## config.mk

```make
export PLATFORM = sky130hd
export DESIGN_NAME = relay_interlock_hold_controller
export DESIGN_NICKNAME = d
export VERILOG_FILES = /design/src/rtl/ric_pkg.sv /design/src/rtl/ric_cfg_regs.sv /design/src/rtl/ric_core.sv /design/src/rtl/relay_interlock_hold_controller.sv
export SDC_FILE = /design/constraint.sdc
export NUM_CORES = 1
export LEC_CHECK = 0
export ABC_AREA = 0
export BUFFER_PORTS_ARGS = -buffer_cell sky130_fd_sc_hd__buf_2
export CAP_MARGIN = 20
export CORE_AREA = 2 2 110 112
export DETAILED_ROUTE_END_ITERATION = 16
export DIE_AREA = 0 0 112 114
export PLACE_DENSITY = 0.75
export SETUP_SLACK_MARGIN = 0.15
export SLEW_MARGIN = 20
export SYNTH_ARGS = -nofsm -noshare
export SYNTH_HDL_FRONTEND = slang
export SYNTH_HIERARCHICAL = 1
export SYNTH_SLANG_ARGS = --single-unit
export TNS_END_PERCENT = 20
```

## constraint.sdc

```tcl
create_clock -name i_clk -period 2.7 [get_ports i_clk]
set_input_delay 0.27 -clock i_clk [delete_from_list [all_inputs] [get_ports i_clk]]
set_output_delay 0.27 -clock i_clk [all_outputs]
set_load 0.02 [all_outputs]
```

## src/rtl/ric_pkg.sv

```systemverilog
package ric_pkg;

    localparam int HOLD_W = 20;
    localparam int CNT_W  = HOLD_W + 1;
    localparam int REQ_W  = 3;
    localparam int OUT_W  = 3;
    localparam int IDX_W  = 8;

    localparam logic [HOLD_W-1:0] HOLD_RESET = HOLD_W'(30000);

    localparam logic [REQ_W-1:0] REQ_TICK   = 3'd0;
    localparam logic [REQ_W-1:0] REQ_PUMP   = 3'd1;
    localparam logic [REQ_W-1:0] REQ_FAN    = 3'd2;
    localparam logic [REQ_W-1:0] REQ_HEATER = 3'd3;
    localparam logic [REQ_W-1:0] REQ_LIGHTS = 3'd4;

    localparam logic [OUT_W-1:0] OUT_TICK      = 3'd0;
    localparam logic [OUT_W-1:0] OUT_APPLIED   = 3'd1;
    localparam logic [OUT_W-1:0] OUT_SAME      = 3'd2;
    localparam logic [OUT_W-1:0] OUT_HELD      = 3'd3;
    localparam logic [OUT_W-1:0] OUT_INTERLOCK = 3'd4;

    localparam logic [IDX_W-1:0] CFG_HOLD_MS     = 8'd0;
    localparam logic [IDX_W-1:0] CFG_MANUAL_MODE = 8'd1;

    typedef struct packed {
        logic [HOLD_W-1:0] hold_ms;
        logic              manual_mode;
    } t_cfg;

    typedef struct packed {
        logic pump;
        logic fan;
        logic heater;
        logic lights;
    } t_levels;

endpackage

```

## src/rtl/ric_cfg_regs.sv

```systemverilog
module ric_cfg_regs
    import ric_pkg::*;
(
    input  logic              i_clk,
    input  logic              i_rst_n,
    input  logic              i_cfg_valid,
    output logic              o_cfg_ready,
    input  logic [IDX_W-1:0]  i_cfg_index,
    input  logic [HOLD_W-1:0] i_cfg_data,
    output t_cfg              o_cfg
);

    t_cfg r_cfg;

    assign o_cfg_ready = 1'b1;
    assign o_cfg       = r_cfg;

    always_ff @(posedge i_clk) begin
        if (!i_rst_n) begin
            r_cfg.hold_ms     <= HOLD_RESET;
            r_cfg.manual_mode <= 1'b0;
        end else if (i_cfg_valid) begin
            if (i_cfg_index == CFG_HOLD_MS) begin
                r_cfg.hold_ms <= i_cfg_data;
            end else if (i_cfg_index == CFG_MANUAL_MODE) begin
                r_cfg.manual_mode <= i_cfg_data[0];
            end
        end
    end

endmodule

```

## src/rtl/ric_core.sv

```systemverilog
module ric_core
    import ric_pkg::*;
(
    input  logic             i_clk,
    input  logic             i_rst_n,
    input  logic             i_en,
    input  logic [REQ_W-1:0] i_req_type,
    input  logic             i_command_on,
    input  t_cfg             i_cfg,
    output t_levels          o_levels,
    output logic [OUT_W-1:0] o_outcome
);

    t_levels          r_lvl;
    t_levels          n_lvl;
    logic [CNT_W-1:0] r_fan_hold;
    logic [CNT_W-1:0] r_heater_hold;
    logic [CNT_W-1:0] r_lights_hold;
    logic [CNT_W-1:0] n_fan_hold;
    logic [CNT_W-1:0] n_heater_hold;
    logic [CNT_W-1:0] n_lights_hold;
    logic [OUT_W-1:0] outcome;
    logic [CNT_W-1:0] reload_val;
    logic             man;

    assign man        = i_cfg.manual_mode;
    assign reload_val = {1'b0, i_cfg.hold_ms} + CNT_W'(1);

    always_comb begin
        n_lvl         = r_lvl;
        n_fan_hold    = r_fan_hold;
        n_heater_hold = r_heater_hold;
        n_lights_hold = r_lights_hold;
        outcome       = OUT_TICK;
        unique case (i_req_type)
            REQ_TICK: begin
                if (r_fan_hold != '0) n_fan_hold = r_fan_hold - CNT_W'(1);
                if (r_heater_hold != '0) n_heater_hold = r_heater_hold - CNT_W'(1);
                if (r_lights_hold != '0) n_lights_hold = r_lights_hold - CNT_W'(1);
            end
            REQ_PUMP: begin
                if (i_command_on == r_lvl.pump) begin
                    outcome = OUT_SAME;
                end else begin
                    n_lvl.pump = i_command_on;
                    outcome    = OUT_APPLIED;
                end
            end
            REQ_FAN: begin
                if (r_fan_hold != '0 && !man) begin
                    outcome = OUT_HELD;
                end else if (i_command_on == r_lvl.fan) begin
                    outcome = OUT_SAME;
                end else if (!i_command_on && r_lvl.heater) begin
                    outcome = OUT_INTERLOCK;
                end else begin
                    n_lvl.fan = i_command_on;
                    if (!man) n_fan_hold = reload_val;
                    outcome = OUT_APPLIED;
                end
            end
            REQ_HEATER: begin
                if (r_heater_hold != '0 && !man) begin
                    outcome = OUT_HELD;
                end else begin
                    if (i_command_on) n_lvl.fan = 1'b1;
                    if (i_command_on == r_lvl.heater) begin
                        outcome = OUT_SAME;
                    end else begin
                        n_lvl.heater = i_command_on;
                        if (!man) n_heater_hold = reload_val;
                        outcome = OUT_APPLIED;
                    end
                end
            end
            REQ_LIGHTS: begin
                if (r_lights_hold != '0 && !man) begin
                    outcome = OUT_HELD;
                end else if (i_command_on == r_lvl.lights) begin
                    outcome = OUT_SAME;
                end else begin
                    n_lvl.lights = i_command_on;
                    if (!man) n_lights_hold = reload_val;
                    outcome = OUT_APPLIED;
                end
            end
            default: begin
                outcome = OUT_TICK;
            end
        endcase
    end

    assign o_levels  = n_lvl;
    assign o_outcome = outcome;

    always_ff @(posedge i_clk) begin
        if (!i_rst_n) begin
            r_lvl         <= '0;
            r_fan_hold    <= '0;
            r_heater_hold <= '0;
            r_lights_hold <= '0;
        end else if (i_en) begin
            r_lvl         <= n_lvl;
            r_fan_hold    <= n_fan_hold;
            r_heater_hold <= n_heater_hold;
            r_lights_hold <= n_lights_hold;
        end
    end

endmodule

```

## src/rtl/relay_interlock_hold_controller.sv

```systemverilog
// Path: input register, one update stage, result register; a request moves on only when
// the result register is free. Throughput: one request per cycle unless stalled.
// The result register frees itself in the cycle the downstream side takes it.
// Reset (synchronous, active low) clears the hold counters and turns all actuators off
// in the core (not in the result register), sets hold time 30000 ticks, manual mode off.
module relay_interlock_hold_controller
    import ric_pkg::*;
(
    input  logic              i_clk,
    input  logic              i_rst_n,
    input  logic              i_valid,
    output logic              o_stall,
    input  logic [REQ_W-1:0]  i_req_type,
    input  logic              i_command_on,
    output logic              o_valid,
    input  logic              i_stall,
    output logic              o_pump_on,
    output logic              o_fan_on,
    output logic              o_heater_on,
    output logic              o_lights_on,
    output logic [OUT_W-1:0]  o_outcome,
    input  logic              i_cfg_valid,
    output logic              o_cfg_ready,
    input  logic [IDX_W-1:0]  i_cfg_index,
    input  logic [HOLD_W-1:0] i_cfg_data
);

    t_cfg             cfg;
    t_levels          lvl;
    logic [OUT_W-1:0] outcome;

    logic             r_in_valid;
    logic [REQ_W-1:0] r_in_req;
    logic             r_in_on;
    logic             r_out_valid;
    t_levels          r_out_lvl;
    logic [OUT_W-1:0] r_out_outcome;

    logic out_free;
    logic advance;
    logic in_accept;

    assign out_free  = !r_out_valid || !i_stall;
    assign advance   = r_in_valid && out_free;
    assign o_stall   = r_in_valid && !out_free;
    assign in_accept = i_valid && !o_stall;

    ric_cfg_regs u_cfg (
        .i_clk       (i_clk),
        .i_rst_n     (i_rst_n),
        .i_cfg_valid (i_cfg_valid),
        .o_cfg_ready (o_cfg_ready),
        .i_cfg_index (i_cfg_index),
        .i_cfg_data  (i_cfg_data),
        .o_cfg       (cfg)
    );

    ric_core u_core (
        .i_clk        (i_clk),
        .i_rst_n      (i_rst_n),
        .i_en         (advance),
        .i_req_type   (r_in_req),
        .i_command_on (r_in_on),
        .i_cfg        (cfg),
        .o_levels     (lvl),
        .o_outcome    (outcome)
    );

    always_ff @(posedge i_clk) begin
        if (!i_rst_n) begin
            r_in_valid  <= 1'b0;
            r_out_valid <= 1'b0;
        end else begin
            if (in_accept) begin
                r_in_valid <= 1'b1;
            end else if (advance) begin
                r_in_valid <= 1'b0;
            end
            if (advance) begin
                r_out_valid <= 1'b1;
            end else if (!i_stall) begin
                r_out_valid <= 1'b0;
            end
        end
    end

    always_ff @(posedge i_clk) begin
        if (in_accept) begin
            r_in_req <= i_req_type;
            r_in_on  <= i_command_on;
        end
        if (advance) begin
            r_out_lvl     <= lvl;
            r_out_outcome <= outcome;
        end
    end

    assign o_valid     = r_out_valid;
    assign o_pump_on   = r_out_lvl.pump;
    assign o_fan_on    = r_out_lvl.fan;
    assign o_heater_on = r_out_lvl.heater;
    assign o_lights_on = r_out_lvl.lights;
    assign o_outcome   = r_out_outcome;

endmodule

```

==> Word-level counts from Yosys, hierarchy flattened <==
Cells that the tools add are included.
{ "classes": {"n_addsub": 4, "n_eq_ne": 23, "muxes": 40, "n_bitwise": 1, "n_reduce_logical": 28} }
{ "ops": {"columns": ["operator", "n"], "rows": [
  ["$mux W21", 11],
  ["$pmux W21 S2", 3],
  ["$reduce_bool A21 Y1", 3],
  ["$sub A21 B1 Y21 const B", 3],
  ["$add A20 B1 Y21 const B", 1],
  ["$ne A2 B2 Y1 const B", 10],
  ["$mux W1", 15],
  ["$mux W3", 5],
  ["$pmux W3 S4", 1],
  ["$reduce_and A6 Y1", 2],
  ["$eq A8 B1 Y1 const B", 1],
  ["$logic_not A8 Y1", 1],
  ["$mux W2", 4],
  ["$ne A2 B1 Y1 const B", 4],
  ["$reduce_bool A2 Y1", 4],
  ["$logic_and A1 B1 Y1", 7],
  ["$reduce_and A7 Y1", 1],
  ["$eq A3 B2 Y1 const B", 2],
  ["$logic_not A1 Y1", 6],
  ["$eq A1 B1 Y1", 4],
  ["$eq A3 B1 Y1 const B", 1],
  ["$eq A3 B3 Y1 const B", 1],
  ["$logic_not A3 Y1", 1],
  ["$reduce_and A3 Y1", 1],
  ["other kinds (4)", 4]
]} }
{ "word_totals": {"reg_bits": 101, "input_bits": 37, "out_inout_bits": 10, "word_cells": 114} }

==> Longest topological paths before layout <==
{ "logic_depth": {"word_depth": 7, "ltp_mapped": 11} }

==> Hierarchy <==
Netlist, hierarchy kept.
{ "by_module_without_submodules": {"columns": ["mod", "n_inst", "cells_each", "area_each_um2", "seq_area_each_um2"], "rows": [
  ["ric_core", 1, 676, 4863.4, 1341.3],
  ["ric_cfg_regs", 1, 100, 930.9, 420.4],
  ["relay_interlock_hold_controller", 1, 19, 414.1, 370.4]
]} }

==> Worst setup path before layout <==
OpenSTA, ideal clock, no wires.
{ "synth_timing": {"path_type": "reg2reg", "start": "reg u_core.r_lights_hold[1]", "end": "reg u_core.r_lights_hold[13]", "setup_ps": 134, "arrival_time_ps": 2756, "required_ps": 2566, "slack_ps": -189, "stages_incl_launch_ff": 12, "path_buffers": 3, "cell_sequence": "dfxtp_1 > inv_1 > ha_1 > or3b_2 > or4_4 > buf_6 > or3_4 > a211o_1 > buf_6 > buf_12 > o211ai_2 > o31ai_2"} }
{ "synth_between": {"elab_chain_len": 4, "elab_cells_between_ends": 8} }
{ "synth_lines": {"columns": ["element", "line", "rtl"], "rows": [
  ["start: declaration", "ric_core.sv:18", "logic [CNT_W-1:0] r_lights_hold;"],
  ["start signal: assignment", "ric_core.sv:106", "r_lights_hold <= n_lights_hold;"],
  ["parallel branches: the longest is 4 deep, another holds $sub A21 B1 Y21", null, null]
]} }
Several ways; the timed one is not identified. The select of a mux whose other input is x is not followed.
A chain may end at the register's enable or synchronous reset.

==> Worst setup path in the final report <==
{ "layout_timing": {"start": "reg u_core.r_lights_hold[4]", "end": "reg u_core.r_lights_hold[18]"} }
Same word-level chain as after synthesis.

==> impl_results.md <==
- Synthesis-to-layout area growth: 16.44%
- Residual DRC count: 0
- Vias per cell: 6.401
- Area fraction of the dominant cell type after synthesis: 0.2902
- Global-route wire length before repair: 28.81 mm
- Final Power: 4058 µW
- Synth top cells by count: 92 x nand2_1, 90 x dfxtp_1, 83 x a21oi_1
- Final setup margin: -30.91 ps
- Worst hold start: i_req_type[1]
- Count leader, synth: nand2_1
- Placed Area: 6754 µm²
- Initial DRT Pass Iterations: 5
- Std-Cell Rows: 40
- Nets: 903
- Cell area after technology mapping: 6208 µm²
- CTS tree: yes
- Final Hold Viols: 0
- Pwr dens: 561.3 nW/µm²
- HP Class: in2reg
- Io pins: 47
- Core region area: 11710 µm²
- Max_cap viols: 0
- CP Class: reg2reg
- Post-synthesis register bit count: 101
- Syn Inst Count: 795
- Fin util: 0.6173
- Failing checks: negative setup slack
- Arr. time, crit path: 2970 ps
- Peak supply drop: 334.2 µV
- Worst-Margin Slew: 737.9 ps
- Antenna violations before repair: 0
- Max Clk Rate: 366.2 MHz
- Crit path max fanout: 4
- Required @ worst endpoint: 2940 ps
- LEAKAGE: 0.002753 µW
- FF-to-FF Start: u_core/r_lights_hold[4]
- Ant diodes: 0
- RePlAce Congestion: 0.9204
- Vias: 6478
- Sequential element share of the synthesized area: 0.3434
- Crit. End Element: register
- Top FF cell, synth: dfxtp_1
- Post-synth EDFFs: 11
- Clock Sinks: 101
- Non-filler cells in the finished layout: 1012
- Die H: 114 µm
- Final HPWL DP: 12.25 mm
- Post-synthesis async set-or-reset flop share: 0
- Leading post-synthesis cells by cell area: dfxtp_1 29%, a21oi_1 6.7%, o21ai_0 6.2%
- Worst Reg-to-Reg Cells: 8
- Worst skew pair latency: 350 ps
- Final slew viol count: 0
- Layout cells sized above 1: 0.2127
- Die area: 12770 µm²
- Synthesis Warnings: 6
- R2r endpoint: u_core/r_lights_hold[18]
- Fin crit share: 1.011
- Status: finished, violations left
- Crit path time final: 2731 ps
- Die span in x: 112 µm
- Post-Syn Nets: 838
- Gr ovfl total: 0
- Initial DRC count: 546
- Placed insts: 989
- Syn avg cell area: 7.809 µm²
- # setup viols final: 1
- Largest net degree at the start of global routing: 66
- Dpl ws: -44.03 ps
- Vias in the first global route: 5870
- CTS Hold Bufs: 0
- CTS H-tree depth: 3
- Endpoint of the worst hold path: r_in_req[1]
- Hold-critical path depth: 1
- Wire length per cell: 17.80 µm
- R2r setup slk: -30 ps
- RSZ-0062 raised after global routing: true
- Yosys cell types: 81
- Relative slew slack: 0.5040
- CTS buffer count: 9
- DRT antenna net count: 0
- Initial Util: 0.5301
- Worst-path clk slew: 70 ps
- Routed WL: 18.02 mm
- Setup crit start kind: register
- Bufs on Longest Clock Path: 2
- Yosys top cell by area: dfxtp_1
- I/O Buffers: 45
- Final instance area: 7229 µm²
- Clock skew: 7.069 ps
- Clock root cell: clkbuf_16
- Total track usage: 0.2785
==> per-stage QoR <==
step / hold slack, ps / TNS (ps)
4_1_cts: 83.76 / 0
2_1_floorplan: 368.9 / -557.4
3_5_place_dp: 448.8 / -180.9
6_report: 95.33 / -30.91
5_1_grt: 80.11 / -310.5
3_3_place_gp: 447.2 / 0
==> flip-flops by register name (all words and copies together), names as in the netlist <==
register and flops:
o_outcome 3, u_cfg/o_cfg 21, r_in_req 3, r_in_valid 1, u_core/r_lvl 4, r_in_on 1, u_core/r_heater_hold 21, u_core/r_fan_hold 21
o_fan_on 1, o_lights_on 1, o_pump_on 1, o_heater_on 1, o_valid 1, u_core/r_lights_hold 21
==> repair_timing <==
| item | 4_1_cts | 5_1_grt |
|---|---|---|
| setup buffers | 3 | 4 |
| pin swaps | 2 | 11 |
| gates resized for setup | 9 | 25 |
| setup endpoints to repair | 24 | 64 |
==> layout by cell type (no fill, tap or decap), types with 6 or more instances in the layout <==
master	n
buf_2	45
nand3_1	25
o21ai_0	73
clkbuf_16	9
inv_1	12
nand2_1	92
o211ai_1	8
nand4_1	6
xor2_1	10
a21oi_1	81
or4_1	6
a31oi_1	11
o22ai_1	7
buf_4	55
xnor2_1	10
edfxtp_1	11
nor2_1	66
o21ai_1	10
dfxtp_1	86
nor3_1	36
nor4_1	31
mux2i_1	16
or3_1	7
==> worst max-delay path by stage <==
stage                       startpoint                       end  slack [ps]
6_report       u_core/r_lights_hold[4]  u_core/r_lights_hold[18]         -30
4_1_cts        u_core/r_lights_hold[5]  u_core/r_lights_hold[18]          20
3_5_place_dp   u_core/r_lights_hold[1]  u_core/r_lights_hold[14]         -40
3_3_place_gp   u_core/r_lights_hold[1]  u_core/r_lights_hold[15]          10
2_1_floorplan  u_core/r_lights_hold[5]  u_core/r_lights_hold[14]         -90
5_1_grt        u_core/r_lights_hold[4]  u_core/r_lights_hold[18]         -60
==> kinds of logic (layout without fill, tap and decap cells) <==
| kind of cell | Yosys count | after routing | share of synthesized area |
|---|---|---|---|
| compound gates | 263 | 263 | 0.2664 |
| fa+ha+maj | 6 | 6 | 0.01209 |
| simple gates | 319 | 319 | 0.2620 |
| other cells | 1 | 1 | 0.0006040 |
| buf+inv | 68 | 138 | 0.05965 |
| xor+xnor | 20 | 20 | 0.02821 |
| flops | 101 | 101 | 0.3434 |
| mux | 17 | 17 | 0.02761 |
==> area by class of cell <==
cell class                      count  area (µm²)
Timing Repair Buffer              107       729.5
Multi-Input combinational cell    626        3817
Clock buffer                       11       242.7
Tap cell                          147       183.9
Inverter                           15       58.81
Sequential cell                   101        2137
Clock inverter                      5       60.06
Fill cell                        1039        4482
==> metal layers <==
layer	track usage	share of wire	vias to the layer above	wire length (µm)
li1	-	-	3088	-
met1	0.3576	0.42	3014	7489
met2	0.4578	0.47	324	8384
met3	0.05260	0.079	52	1428
met4	0.1276	0.040	0	714
met5	0	0	-	0
==> power by group <==
part / switching, µW / internal [µW]
registers: 49.9 / 1560
logic: 643 / 477
clock network: 576 / 746
==> worst max-delay path, stage by stage, from the launching register on <==
cell and delay (ps):
dfxtp_2 320, or4_4 530, or4_4 500, or3_4 420, buf_6 140, a211oi_4 310, buf_6 160, a21oi_2 40
a31o_2 210
Note: power is estimated with default switching activity, not from simulation.
